### src/design/string_prefix_to_number_unit_macros.svh
`ifndef STRING_PREFIX_TO_NUMBER_UNIT_MACROS_SVH
`define STRING_PREFIX_TO_NUMBER_UNIT_MACROS_SVH

// same-cycle implication
`define SPN_ASSERT_NOW(label, clk, rst, ante, cons, msg) \
   label: assert property (@(posedge clk) disable iff (rst) (ante) |-> (cons)) \
      else $error(msg);

// next-cycle implication
`define SPN_ASSERT_NEXT(label, clk, rst, ante, cons, msg) \
   label: assert property (@(posedge clk) disable iff (rst) (ante) |=> (cons)) \
      else $error(msg);

`endif

### src/design/spn_pkg.sv
package spn_pkg;

   localparam int DATA_W = 32;
   localparam int ADDR_W = 4;
   localparam int CHAR_W = 8;
   localparam int NUM_W  = 64;
   localparam int PLEN_W = 5;
   localparam int SPAN_W = 9;

   localparam logic signed [CHAR_W-1:0] LOWEST_RST  = 8'sd32;
   localparam logic signed [CHAR_W-1:0] HIGHEST_RST = 8'sd126;
   localparam logic [PLEN_W-1:0]        PREFIX_RST  = 5'd9;

   typedef enum logic [1:0] {
      REG_LOWEST  = 2'd0,
      REG_HIGHEST = 2'd1,
      REG_PREFIX  = 2'd2
   } reg_index_type;

   typedef enum logic {
      ST_IDLE,
      ST_CALC
   } state_type;

   typedef struct packed {
      logic signed [CHAR_W-1:0] lowest;
      logic signed [CHAR_W-1:0] highest;
      logic [PLEN_W-1:0]        prefix_len;
   } cfg_type;

   typedef struct packed {
      logic rebuild;
      logic rd_en;
   } tbl_ctrl_type;

endpackage

### src/design/spn_if.sv
interface spn_req_if;
   logic                             valid;
   logic                             ready;
   logic signed [spn_pkg::CHAR_W-1:0] char_code;
   logic                             str_end;
   logic                             empty_string;

   modport source (output valid, char_code, str_end, empty_string, input ready);
   modport sink (input valid, char_code, str_end, empty_string, output ready);
endinterface

interface spn_rsp_if;
   logic                        valid;
   logic                        ready;
   logic [spn_pkg::NUM_W-1:0]   number;
   logic                        was_clamped;
   logic                        bad_range;

   modport source (output valid, number, was_clamped, bad_range, input ready);
   modport sink (input valid, number, was_clamped, bad_range, output ready);
endinterface

### src/design/spn_csr.sv
module spn_csr (
   input  logic                         clock,
   input  logic                         reset,
   input  logic                         psel,
   input  logic                         penable,
   input  logic                         pwrite,
   input  logic [spn_pkg::ADDR_W-1:0]   paddr,
   input  logic [spn_pkg::DATA_W-1:0]   pwdata,
   output logic [spn_pkg::DATA_W-1:0]   prdata,
   output logic                         pready,
   output spn_pkg::cfg_type             cfg,
   output logic                         cfg_wr
);

   spn_pkg::cfg_type       cfg_ff;
   spn_pkg::reg_index_type idx;
   logic                   wr_en;

   assign idx    = spn_pkg::reg_index_type'(paddr[spn_pkg::ADDR_W-1:2]);
   assign wr_en  = psel && penable && pwrite;
   assign cfg_wr = wr_en && (idx == spn_pkg::REG_LOWEST || idx == spn_pkg::REG_HIGHEST ||
                             idx == spn_pkg::REG_PREFIX);
   assign pready = 1'b1;
   assign cfg    = cfg_ff;

   always_ff @(posedge clock) begin
      if (reset) begin
         cfg_ff.lowest     <= spn_pkg::LOWEST_RST;
         cfg_ff.highest    <= spn_pkg::HIGHEST_RST;
         cfg_ff.prefix_len <= spn_pkg::PREFIX_RST;
      end else if (wr_en) begin
         unique case (idx)
            spn_pkg::REG_LOWEST:  cfg_ff.lowest     <= $signed(pwdata[spn_pkg::CHAR_W-1:0]);
            spn_pkg::REG_HIGHEST: cfg_ff.highest    <= $signed(pwdata[spn_pkg::CHAR_W-1:0]);
            spn_pkg::REG_PREFIX:  cfg_ff.prefix_len <= pwdata[spn_pkg::PLEN_W-1:0];
            default: ;
         endcase
      end
   end

   always_comb begin
      unique case (idx)
         spn_pkg::REG_LOWEST:
            prdata = {{(spn_pkg::DATA_W-spn_pkg::CHAR_W){1'b0}}, cfg_ff.lowest};
         spn_pkg::REG_HIGHEST:
            prdata = {{(spn_pkg::DATA_W-spn_pkg::CHAR_W){1'b0}}, cfg_ff.highest};
         spn_pkg::REG_PREFIX:
            prdata = {{(spn_pkg::DATA_W-spn_pkg::PLEN_W){1'b0}}, cfg_ff.prefix_len};
         default:
            prdata = '0;
      endcase
   end

endmodule

### src/design/spn_weight_tbl.sv
module spn_weight_tbl #(
   parameter int PREFIX_MAX = 16,
   parameter int AW         = 4
) (
   input  logic                        clock,
   input  logic                        reset,
   input  logic [spn_pkg::SPAN_W-1:0]  span,
   input  spn_pkg::tbl_ctrl_type       ctrl,
   input  logic [AW-1:0]               rd_addr,
   output logic [spn_pkg::NUM_W-1:0]   rd_data,
   output logic                        busy
);

   logic [spn_pkg::NUM_W-1:0] mem [PREFIX_MAX];
   logic [spn_pkg::NUM_W-1:0] rd_data_ff;
   logic [spn_pkg::NUM_W-1:0] wprev_ff;
   logic [spn_pkg::NUM_W-1:0] prod;
   logic [spn_pkg::NUM_W-1:0] entry_val;
   logic [AW-1:0]             bidx_ff;
   logic                      busy_ff;
   logic                      last_idx;

   assign prod      = spn_pkg::NUM_W'(wprev_ff * spn_pkg::NUM_W'(span));
   assign entry_val = (bidx_ff == '0) ? spn_pkg::NUM_W'(1) : prod + spn_pkg::NUM_W'(1);
   assign last_idx  = (bidx_ff == AW'(PREFIX_MAX-1));
   assign rd_data   = rd_data_ff;
   assign busy      = busy_ff;

   always_ff @(posedge clock) begin
      if (reset) begin
         busy_ff <= 1'b1;
         bidx_ff <= '0;
      end else if (ctrl.rebuild) begin
         busy_ff <= 1'b1;
         bidx_ff <= '0;
      end else if (busy_ff) begin
         if (last_idx) begin
            busy_ff <= 1'b0;
         end else begin
            bidx_ff <= bidx_ff + AW'(1);
         end
      end
   end

   always_ff @(posedge clock) begin
      if (busy_ff) begin
         mem[bidx_ff] <= entry_val;
         wprev_ff     <= entry_val;
      end
      if (ctrl.rd_en) begin
         rd_data_ff <= mem[rd_addr];
      end
   end

endmodule

### src/design/string_prefix_to_number_unit.sv
// String prefix to number unit.
// req carries one signed character per transaction with str_end and
// empty_string marks; rsp carries one transaction per string: the 64-bit
// code, a clamp flag and a bad-range flag. Registers lowest_char,
// highest_char and prefix_len sit on the APB port at byte addresses 0, 4, 8.
// Each character is accepted in the idle state, which reads the weight for its
// position from the weight table memory; the calc state that follows does one 64x8
// multiply-add into the accumulator. req.ready is low in the calc state, so the
// block takes no new character until the last one's multiply-add is done.
// The result of a string is loaded into the rsp register at the end of its
// last character's calc state.
// Reset and every register write rebuild the weight table, one entry per cycle;
// req.ready stays low meanwhile.
// When rsp stalls, the block keeps taking inner characters; a last character
// waits in its calc state until the rsp register is free.
module string_prefix_to_number_unit #(
   parameter int PREFIX_MAX = 16
) (
   input  logic                         clock,
   input  logic                         reset,
   spn_req_if.sink                      req,
   spn_rsp_if.source                    rsp,
   input  logic                         psel,
   input  logic                         penable,
   input  logic                         pwrite,
   input  logic [spn_pkg::ADDR_W-1:0]   paddr,
   input  logic [spn_pkg::DATA_W-1:0]   pwdata,
   output logic [spn_pkg::DATA_W-1:0]   prdata,
   output logic                         pready
);

   localparam int PW = $clog2(PREFIX_MAX + 1);
   localparam int AW = (PREFIX_MAX > 1) ? $clog2(PREFIX_MAX) : 1;

   spn_pkg::cfg_type        cfg;
   spn_pkg::tbl_ctrl_type   tbl_ctrl;
   logic                    cfg_wr;
   logic                    tbl_busy;
   logic [spn_pkg::NUM_W-1:0] tbl_data;
   logic [spn_pkg::SPAN_W-1:0] span;
   logic [AW-1:0]           rd_addr;
   logic [PW-1:0]           addr_full;

   spn_pkg::state_type      state_ff, state_in;
   logic [PW-1:0]           pos_ff, pos_in;
   logic                    too_long_ff, too_long_in;
   logic                    clamp_seen_ff, clamp_seen_in;
   logic [spn_pkg::NUM_W-1:0] acc_ff, acc_in;

   logic [spn_pkg::CHAR_W-1:0] off_ff;
   logic                    use_ff, last_ff, empty_ff, bad_ff, clampo_ff;
   logic [1:0]              inc_ff;

   logic                    rsp_valid_ff, rsp_valid_in;
   logic [spn_pkg::NUM_W-1:0] number_ff;
   logic                    was_clamped_ff, bad_range_ff;

   logic                    req_fire, bad, in_prefix, below, above, clamp_now;
   logic                    clamp_next, toolong_next, use_now, load_out, result, out_free;
   logic [PW-1:0]           p_eff, pos_next;
   logic signed [spn_pkg::CHAR_W-1:0] c_cl;
   logic [spn_pkg::SPAN_W-1:0] diff;
   logic [spn_pkg::NUM_W-1:0] prod, sum;

   spn_csr u_csr (
      .clock   (clock),
      .reset   (reset),
      .psel    (psel),
      .penable (penable),
      .pwrite  (pwrite),
      .paddr   (paddr),
      .pwdata  (pwdata),
      .prdata  (prdata),
      .pready  (pready),
      .cfg     (cfg),
      .cfg_wr  (cfg_wr)
   );

   spn_weight_tbl #(
      .PREFIX_MAX (PREFIX_MAX),
      .AW         (AW)
   ) u_tbl (
      .clock   (clock),
      .reset   (reset),
      .span    (span),
      .ctrl    (tbl_ctrl),
      .rd_addr (rd_addr),
      .rd_data (tbl_data),
      .busy    (tbl_busy)
   );

   assign span = {cfg.highest[spn_pkg::CHAR_W-1], cfg.highest}
               - {cfg.lowest[spn_pkg::CHAR_W-1], cfg.lowest} + spn_pkg::SPAN_W'(1);

   assign req.ready = (state_ff == spn_pkg::ST_IDLE) && !tbl_busy;
   assign req_fire  = req.valid && req.ready;

   assign tbl_ctrl.rebuild = cfg_wr;
   assign tbl_ctrl.rd_en   = req_fire;

   always_comb begin
      if (cfg.prefix_len == '0) begin
         p_eff = PW'(1);
      end else if (32'(cfg.prefix_len) > PREFIX_MAX) begin
         p_eff = PW'(PREFIX_MAX);
      end else begin
         p_eff = PW'(cfg.prefix_len);
      end
   end

   assign bad       = cfg.lowest > cfg.highest;
   assign in_prefix = pos_ff < p_eff;
   assign below     = req.char_code < cfg.lowest;
   assign above     = req.char_code > cfg.highest;
   assign clamp_now = !bad && (below || above);
   assign c_cl      = below ? cfg.lowest : (above ? cfg.highest : req.char_code);
   assign diff      = {c_cl[spn_pkg::CHAR_W-1], c_cl}
                    - {cfg.lowest[spn_pkg::CHAR_W-1], cfg.lowest};
   assign addr_full = p_eff - pos_ff - PW'(1);
   assign rd_addr   = addr_full[AW-1:0];

   assign clamp_next   = clamp_seen_ff || clamp_now;
   assign toolong_next = too_long_ff || !in_prefix;
   assign pos_next     = in_prefix ? pos_ff + PW'(1) : pos_ff;
   assign use_now      = !req.empty_string && in_prefix && !bad;

   assign prod     = spn_pkg::NUM_W'(tbl_data * spn_pkg::NUM_W'(off_ff));
   assign sum      = acc_ff + (use_ff ? prod : '0) + spn_pkg::NUM_W'(inc_ff);
   assign result   = last_ff || empty_ff;
   assign out_free = !rsp_valid_ff || rsp.ready;

   always_comb begin
      state_in      = state_ff;
      pos_in        = pos_ff;
      too_long_in   = too_long_ff;
      clamp_seen_in = clamp_seen_ff;
      acc_in        = acc_ff;
      load_out      = 1'b0;
      unique case (state_ff)
         spn_pkg::ST_IDLE: begin
            if (req_fire) begin
               state_in = spn_pkg::ST_CALC;
               if (req.empty_string || req.str_end) begin
                  pos_in        = '0;
                  too_long_in   = 1'b0;
                  clamp_seen_in = 1'b0;
               end else begin
                  pos_in        = pos_next;
                  too_long_in   = toolong_next;
                  clamp_seen_in = clamp_next;
               end
            end
         end
         spn_pkg::ST_CALC: begin
            if (!result || out_free) begin
               state_in = spn_pkg::ST_IDLE;
               load_out = result;
               acc_in   = result ? '0 : sum;
            end
         end
         default: state_in = spn_pkg::ST_IDLE;
      endcase
   end

   always_comb begin
      rsp_valid_in = rsp_valid_ff;
      if (load_out) begin
         rsp_valid_in = 1'b1;
      end else if (rsp.ready) begin
         rsp_valid_in = 1'b0;
      end
   end

   always_ff @(posedge clock) begin
      if (reset) begin
         state_ff      <= spn_pkg::ST_IDLE;
         pos_ff        <= '0;
         too_long_ff   <= 1'b0;
         clamp_seen_ff <= 1'b0;
         acc_ff        <= '0;
         rsp_valid_ff  <= 1'b0;
      end else begin
         state_ff      <= state_in;
         pos_ff        <= pos_in;
         too_long_ff   <= too_long_in;
         clamp_seen_ff <= clamp_seen_in;
         acc_ff        <= acc_in;
         rsp_valid_ff  <= rsp_valid_in;
      end
   end

   always_ff @(posedge clock) begin
      if (req_fire) begin
         off_ff    <= diff[spn_pkg::CHAR_W-1:0];
         use_ff    <= use_now;
         inc_ff    <= {1'b0, use_now}
                    + {1'b0, !req.empty_string && req.str_end && toolong_next};
         last_ff   <= req.str_end;
         empty_ff  <= req.empty_string;
         bad_ff    <= bad;
         clampo_ff <= clamp_next;
      end
      if (load_out) begin
         number_ff      <= (bad_ff || empty_ff) ? '0 : sum;
         was_clamped_ff <= !(bad_ff || empty_ff) && clampo_ff;
         bad_range_ff   <= bad_ff;
      end
   end

   assign rsp.valid       = rsp_valid_ff;
   assign rsp.number      = number_ff;
   assign rsp.was_clamped = was_clamped_ff;
   assign rsp.bad_range   = bad_range_ff;

`include "string_prefix_to_number_unit_macros.svh"

   `SPN_ASSERT_NEXT(a_accept_to_calc, clock, reset, req.valid && req.ready,
      state_ff == spn_pkg::ST_CALC, "accepted transaction did not enter calc")
   `SPN_ASSERT_NOW(a_no_accept_busy, clock, reset, tbl_busy, !req.ready,
      "input ready while weight table rebuilds")
   `SPN_ASSERT_NOW(a_bad_range_zero, clock, reset, rsp.valid && rsp.bad_range,
      rsp.number == '0 && !rsp.was_clamped, "bad range result not zero")

endmodule
### src/flat_wrapper.sv
// flat-port wrapper written by rule: the top's interface ports become plain ports
module string_prefix_to_number_unit_flat 
#(
   parameter int PREFIX_MAX = 16
)
  (clock, reset, psel, penable, pwrite, paddr, pwdata, prdata, pready, req_valid, req_char_code, req_str_end, req_empty_string, req_ready, rsp_valid, rsp_number, rsp_was_clamped, rsp_bad_range, rsp_ready);
  spn_req_if req_i ();
  spn_rsp_if rsp_i ();
  input  logic clock;
  input  logic reset;
  input  logic psel;
  input  logic penable;
  input  logic pwrite;
  input  logic [spn_pkg::ADDR_W-1:0] paddr;
  input  logic [spn_pkg::DATA_W-1:0] pwdata;
  output logic [spn_pkg::DATA_W-1:0] prdata;
  output logic pready;
  input wire logic [$bits(req_i.valid)-1:0] req_valid;
  input wire logic [$bits(req_i.char_code)-1:0] req_char_code;
  input wire logic [$bits(req_i.str_end)-1:0] req_str_end;
  input wire logic [$bits(req_i.empty_string)-1:0] req_empty_string;
  output wire logic [$bits(req_i.ready)-1:0] req_ready;
  output wire logic [$bits(rsp_i.valid)-1:0] rsp_valid;
  output wire logic [$bits(rsp_i.number)-1:0] rsp_number;
  output wire logic [$bits(rsp_i.was_clamped)-1:0] rsp_was_clamped;
  output wire logic [$bits(rsp_i.bad_range)-1:0] rsp_bad_range;
  input wire logic [$bits(rsp_i.ready)-1:0] rsp_ready;
  assign req_i.valid = req_valid;
  assign req_i.char_code = req_char_code;
  assign req_i.str_end = req_str_end;
  assign req_i.empty_string = req_empty_string;
  assign req_ready = req_i.ready;
  assign rsp_valid = rsp_i.valid;
  assign rsp_number = rsp_i.number;
  assign rsp_was_clamped = rsp_i.was_clamped;
  assign rsp_bad_range = rsp_i.bad_range;
  assign rsp_i.ready = rsp_ready;
  string_prefix_to_number_unit #(.PREFIX_MAX(PREFIX_MAX)) u_core (.clock(clock), .reset(reset), .req(req_i), .rsp(rsp_i), .psel(psel), .penable(penable), .pwrite(pwrite), .paddr(paddr), .pwdata(pwdata), .prdata(prdata), .pready(pready));
endmodule
### config.mk
export PLATFORM = sky130hd
export DESIGN_NAME = string_prefix_to_number_unit_flat
export DESIGN_NICKNAME = d
export VERILOG_FILES = /design/src/design/spn_pkg.sv /design/src/design/spn_if.sv /design/src/design/spn_csr.sv /design/src/design/spn_weight_tbl.sv /design/src/design/string_prefix_to_number_unit.sv /design/src/flat_wrapper.sv
export VERILOG_INCLUDE_DIRS = /design/src /design/src/design
export SDC_FILE = /design/constraint.sdc
export NUM_CORES = 2
export LEC_CHECK = 0
export ABC_AREA = 1
export BUFFER_PORTS_ARGS = -buffer_cell sky130_fd_sc_hd__clkbuf_2
export CELL_PAD_IN_SITES_DETAIL_PLACEMENT = 1
export CELL_PAD_IN_SITES_GLOBAL_PLACEMENT = 2
export CORE_MARGIN = 8
export CORE_UTILIZATION = 40
export CTS_CLUSTER_SIZE = 16
export DETAILED_ROUTE_END_ITERATION = 10
export PLACE_DENSITY = 0.77
export SLEW_MARGIN = 40
export SYNTH_ARGS = -nofsm -noshare
export SYNTH_HDL_FRONTEND = slang
export SYNTH_HIERARCHICAL = 1
export SYNTH_SLANG_ARGS = --single-unit
### constraint.sdc
create_clock -name clock -period 20.5 [get_ports clock]
set_input_delay 3.075 -clock clock [delete_from_list [all_inputs] [get_ports clock]]
set_output_delay 3.075 -clock clock [all_outputs]
set_load 0.01 [all_outputs]
**After elaboration in Yosys (flattened, before gate mapping)**

Memory sizes are Yosys's and may differ from the RTL's. A register that Yosys moved wholly into a read port is not among the register bits.
Cells that the tools add are included.
Widths: inputs -> output; s select.

- Bits in registers: 244
- Latch bits: 0
- Bits in writable memories: 1024
- Memory bits (read-only): 0
- Bits of input ports: 53
- Output and inout bits: 101
- Word-level logic and storage cells: 110
- Memories: 1

Memories:

| name | depth | bits a word | rd ports | clocked after memory_dff | wr ports | line | source |
|---|---|---|---|---|---|---|---|
| u_core.u_tbl.mem | 16 | 64 | 1 | 1 | 1 | spn_weight_tbl.sv:14 | `logic [spn_pkg::NUM_W-1:0] mem [PREFIX_MAX];` |

- Add/subtract/negate cells: 11
- Multiply operators: 2
- Div/mod/pow operators: 0
- $lt $le $gt $ge: 5
- Eq/ne operators: 3
- Shift operators: 0
- Mux-type cells: 23
- Bitwise gates (word level): 2
- Reduce and logical (&&, ||, !) cells: 41

Operators with widths:

| cell | count |
|---|---|
| $mux 64 | 3 |
| $add 64x1->64 const B | 1 |
| $add 64x2->64 | 1 |
| $add 64x64->64 | 1 |
| $mul 64x8->64 | 1 |
| $mul 64x9->64 | 1 |
| $pmux 8 s3 | 1 |
| $mux 5 | 4 |
| $gt 8x8->1 | 2 |
| $mux 8 | 2 |
| $mux 1 | 12 |
| $reduce_and 2->1 | 6 |
| $logic_and 1x1->1 | 11 |
| $logic_or 1x1->1 | 10 |
| $add 9x1->9 const B | 1 |
| $sub 8x8->9 | 1 |
| $lt 8x8->1 | 1 |
| $sub 8x8->8 | 1 |
| $logic_not 1->1 | 7 |
| $add 5x1->5 const B | 1 |
| $gt 5x5->1 const B | 1 |
| $logic_not 5->1 | 1 |
| $lt 5x5->1 | 1 |
| $add 4x1->4 const B | 1 |
| 13 further kinds | 15 |

**Logic depth before layout (Yosys ltp)**

- Depth in word-level cells: 8
- Depth in mapped cells: 45
- Gate-level depth less buffers: 43

**Cells and area by module**

The synthesis kept the hierarchy.

By module, submodules not included:

| module | instances | cells an instance | area each (µm²) | seq. area each (µm²) |
|---|---|---|---|---|
| spn_weight_tbl | 1 | 5968 | 64261.6 | 34693.3 |
| string_prefix_to_number_unit | 1 | 4214 | 29168.0 | 3893.7 |
| spn_csr | 1 | 177 | 1229.9 | 420.4 |

**Least setup slack after synthesis**

OpenSTA, ideal clock, no wires.

- Path type: input -> register
- Start: in rsp_ready
- End: reg u_core.bad_range_ff (netlist: u_core/rsp.bad_range), enable pin
- Setup time: 0.573 ns
- Arrival time: 7.666 ns
- Data required time: 19.927 ns
- Path slack: 12.260 ns
- Stages: 2
- Buffers on the path: 0
- Path through: nor2_1 > nor3_1

- Cells in the longest elaborated chain, start to end: 4

RTL lines:

| what | line | source |
|---|---|---|
| from (decl) | flat_wrapper.sv:27 | `input wire logic [$bits(rsp_i.ready)-1:0] rsp_ready;` |
| $logic_or 1x1->1 | string_prefix_to_number_unit.sv:130 | `assign out_free = !rsp_valid_ff \|\| rsp.ready;` |
| $logic_or 1x1->1 | string_prefix_to_number_unit.sv:155 | `if (!result \|\| out_free) begin` |
| $mux 1 | string_prefix_to_number_unit.sv:155 |  |
| $mux 1 | string_prefix_to_number_unit.sv:139 | `unique case (state_ff)` |
| via u_core.load_out | string_prefix_to_number_unit.sv:59 | `logic clamp_next, toolong_next, use_now, load_out, result, out_free;` |
| to (signal assigned) | string_prefix_to_number_unit.sv:206 | `bad_range_ff <= bad_ff;` |
| to (decl) | string_prefix_to_number_unit.sv:56 | `logic was_clamped_ff, bad_range_ff;` |

The timed path passes the listed nets, and every way through them passes these cells.
A chain may end at the register's enable or synchronous reset.

**Worst setup path after layout**

- Start: reg u_core.u_csr.cfg_ff, in the netlist u_core/u_csr/cfg[6]
- End: mem u_core/u_tbl/mem[1][33] (netlist name), data pin

- Cells in the longest elaborated chain, start to end: 5

RTL lines:

| what | line | source |
|---|---|---|
| from (decl) | spn_csr.sv:15 | `spn_pkg::cfg_type cfg_ff;` |
| $sub 8x8->9 | string_prefix_to_number_unit.sv:93 | `- {cfg.lowest[spn_pkg::CHAR_W-1], cfg.lowest} + spn_pkg::SPAN_W'(1);` |
| $add 9x1->9 | string_prefix_to_number_unit.sv:93 |  |
| via u_core.span (one bit) | string_prefix_to_number_unit.sv:40 | `logic [spn_pkg::SPAN_W-1:0] span;` |
| $mul 64x9->64 | spn_weight_tbl.sv:23 | `assign prod = spn_pkg::NUM_W'(wprev_ff * spn_pkg::NUM_W'(span));` |
| $add 64x1->64 | spn_weight_tbl.sv:24 | `assign entry_val = (bidx_ff == '0) ? spn_pkg::NUM_W'(1) : prod + spn_pkg::NUM_W'(1);` |
| $mux 64 | spn_weight_tbl.sv:24 |  |
| via u_core.u_tbl.entry_val (one bit) | spn_weight_tbl.sv:18 | `logic [spn_pkg::NUM_W-1:0] entry_val;` |
| to (decl) | spn_weight_tbl.sv:14 |  |

The timed path passes the listed nets, and every way through them passes these cells.

==> Flow_metrics.wiki <==
{| class="wikitable"
! Metric !! Value
|-
| Clock tree from TritonCTS || built
|-
| Share of the core filled with cells in the final layout || 44.0%
|-
| Final Hold Violating Endpoints || 0
|-
| Synthesis-to-finish area growth || 9.28%
|-
| Number of failing setup endpoints in the final timing report || 0
|-
| Core Area || 0.235 mm²
|-
| Total detailed-routing wirelength || 302000 µm
|-
| R2R depth || 30
|-
| Dominant cell type by area after synthesis || edfxtp_1
|-
| Cell repeated most along the worst path || inv_1
|-
| Total number of vias || 70700
|-
| Unrepaired setup endpoints after global routing || false
|-
| Routability Congestion || 0.928
|-
| Max FO, Critical Path || 46
|-
| Total gr overflow || 0
|-
| Seq/Total Area, Yosys || 41.2%
|-
| # port buffers || 102
|-
| Starting density of the core || 40.2%
|-
| Number of flops mapped to enable cells by yosys || 1233
|-
| Complex-gate fraction of the synthesized area || 9.08%
|-
| Category of the worst setup path launch point || register
|-
| Avg Vias per Cell || 5.21
|-
| Met2 Routed Length || 153000 µm
|-
| Top cell types by occurrence after synthesis || nand2_1, inv_1, edfxtp_1, fa_1, a21oi_1
|-
| Number of gates resized after cts || 0
|-
| Final worst path period need || 9.05 ns
|-
| Cell count after synthesis || 10400
|-
| CTS Hold Buffers Added || 0
|-
| Capture instance of the worst register-to-register path || u_core/u_tbl/mem[1][33]
|-
| Kind of end point of the critical path || register
|-
| Hold depth || 0
|-
| Flop2flop setup slack || 11.45 ns
|-
| Post-synthesis cell area || 0.0947 mm²
|-
| Worst-case hold path end point || u_core/rsp.bad_range
|-
| Share of synthesized area spent on multiplexers || 2.71%
|-
| Ys async rst share || 0%
|-
| Final Net Count || 11400
|-
| Worst path slowest cell || nor2_2
|-
| Reg2Reg Launch Point || u_core/u_csr/cfg[6]
|-
| Standard-cell rows || 178
|-
| Share of final-layout standard cells stronger than drive strength 1 || 6.92%
|-
| Per-instance average area after synthesis || 9.14 µm²
|-
| Chip Height || 502 µm
|-
| Top achievable clock speed || 111 MHz
|-
| Total I/O pin count || 154
|-
| Violation count after the first detailed-routing iteration || 4194
|-
| H-tree levels || 4
|-
| Total routing resource utilization after global routing || 23.8%
|-
| Number of antenna violations at the first check in global routing || 6
|-
| Clock insertion delay at the later pin of the skew report || 0.80 ns
|-
| Share of the synthesized netlist area taken by xor and xnor gates || 0.637%
|-
| Met3 wire length || 10400 µm
|-
| Routed wire per std cell || 22.3 µm
|-
| Worst-case clock buffer depth || 3
|-
| Number of buffers inserted during clock tree synthesis || 143
|-
| Clock slew at reported path FFs || 0.06 ns
|-
| Slew Limit Fails || 0
|-
| First-pass iteration count of the detailed router || 6
|-
| Post-route ant nets || 0
|-
| Normalized max-slew margin || 39.4%
|-
| Vias in the first global route || 78100
|-
| Tightest Pin Transition || 0.909 ns
|-
| Area share of the largest cell type after synthesis || 39.1%
|-
| Synthesized-area fraction occupied by adder cells || 20.3%
|-
| Number of max-cap violations || 0
|-
| Distinct cell type count after synthesis || 69
|-
| Most repeated cell in the gate-level netlist after synthesis || nand2_1
|-
| WP data required || 20.98 ns
|-
| Ys flop type || edfxtp_1
|-
| Kind of critical path || register to register
|-
| CP max stage delay || 0.60 ns
|-
| Period Utilization, post-route || 44.1%
|-
| Die area || 0.252 mm²
|-
| Setup repair bufs after CTS || 0
|-
| Wire length of the first global-routing pass || 465000 µm
|-
| Worst Path Arrival || 9.53 ns
|-
| Launch instance of the worst min-delay path || u_core/bad_ff
|-
| Met1 Wirelength || 128000 µm
|-
| Setup total negative slack || 0 ns
|-
| Combinational family with the most area after synthesis || adder cells
|-
| Worst Clk Skew || 0.0429 ns
|-
| Clock tree sinks || 1332
|-
| Yosys warns || 6
|-
| Synth area leaders || edfxtp_1, fa_1, nand2_1, inv_1, ha_1
|-
| Largest net degree at the start of global routing || 182
|-
| Synthesis-stage register bit count || 1332
|-
| Outcome || finished, final reports clean
|-
| Worst hold-check path type || register to register
|-
| Top metal layer carrying routed signals || met4
|-
| Half-perimeter wire length after detailed placement || 218000 µm
|-
| Simple-gate area share of the yosys netlist || 14.7%
|-
| Final routed DRC violation total || 0
|-
| Width of the die || 502 µm
|-
| Buffer cell driving the clock tree root || clkbuf_16
|}
==> worst max-delay path: cells and delay by family (launching register included) <==
family                     cells  cell delay (ns)
and+or+nand+nor                6             1.42
adders and majority gates      8             3.31
DFF                            1             0.42
xor gates and xnor gates       1             0.17
AOI/OAI and AO/OA              5             1.88
buffers and inverters         10             1.45
==> cell families after synthesis <==
group           after synthesis
fa+ha+maj                  1084
simple gates               3372
other cells                   2
mux                         256
xor+xnor                     68
buf+inv                    2730
compound gates             1515
flops                      1332
==> metal layers <==
metal,vias to the layer above,global-route usage (%)
li1,32600,-
met1,36200,29.7
met2,1384,43.2
met3,477,2.28
met4,0,8.25
met5,-,0
==> stage by stage <==
step	worst slack, ns	std cells	hold slack, ns	area (µm²)
3_3_place_gp	11.29	13300	0.430	98300
4_1_cts	11.41	13500	0.459	103000
5_1_grt	10.90	13600	0.471	103000
2_1_floorplan	12.26	10400	0.417	94700
6_report	11.45	13600	0.450	103000
3_5_place_dp	11.47	13300	0.442	98500
==> flip-flops by register name, indices dropped and copies added, names as in the netlist <==
signal	flops
u_core/u_tbl/wprev_ff	64
u_core/acc_ff	64
u_core/clamp_seen_ff	1
u_core/u_tbl/busy	1
u_core/state_ff	1
u_core/rsp.bad_range	1
u_core/last_ff	1
u_core/u_csr/cfg	21
u_core/use_ff	1
u_core/u_tbl/bidx_ff	4
u_core/too_long_ff	1
u_core/off_ff	8
u_core/pos_ff	5
u_core/rsp.was_clamped	1
u_core/bad_ff	1
u_core/inc_ff	2
u_core/u_tbl/mem	1024
u_core/empty_ff	1
u_core/u_tbl/rd_data	64
u_core/rsp.number	64
u_core/rsp.valid	1
u_core/clampo_ff	1
==> final cells by class <==
cell class,count,area (µm²)
multi-input cells,6320,45400
inverters,2249,8450
well taps,3150,3940
clock inverters,90,1070
repair buffers,238,1780
diodes,2,5.00
flip-flops and latches,1332,39000
clock buffers,173,3760
fillers,27000,132000
==> placed cells by master, fill, tap and decap left out, types with 146 or more instances in the layout <==
master	netlist	routed
a21oi_1	627	620
ha_1	327	325
o211ai_1	260	260
clkbuf_16	0	146
nor2_1	514	482
edfxtp_1	1233	1233
inv_1	2219	2214
o21ai_0	460	460
fa_1	757	756
nand2_1	2304	2303
nand3_1	285	285
mux2i_1	256	256
==> worst max path at each step <==
| stage | start | to | slack (ns) | depth (start not counted) |
|---|---|---|---|---|
| 6_report | u_core/u_csr/cfg[6] | u_core/u_tbl/mem[1][33] | 11.45 | 30 |
| 5_1_grt | u_core/u_csr/cfg[6] | u_core/u_tbl/mem[7][49] | 10.90 | 32 |
| 4_1_cts | u_core/u_csr/cfg[6] | u_core/u_tbl/mem[11][49] | 11.41 | 32 |
| 3_5_place_dp | u_core/u_csr/cfg[6] | u_core/u_tbl/mem[8][49] | 11.47 | 32 |
| 3_3_place_gp | u_core/u_csr/cfg[6] | u_core/u_tbl/mem[8][49] | 11.29 | 32 |
| 2_1_floorplan | rsp_ready | u_core/rsp.bad_range | 12.26 | 2 |
Power is not shown: default switching activity piles up to over one toggle a cycle in this logic, so the estimate is an artifact.
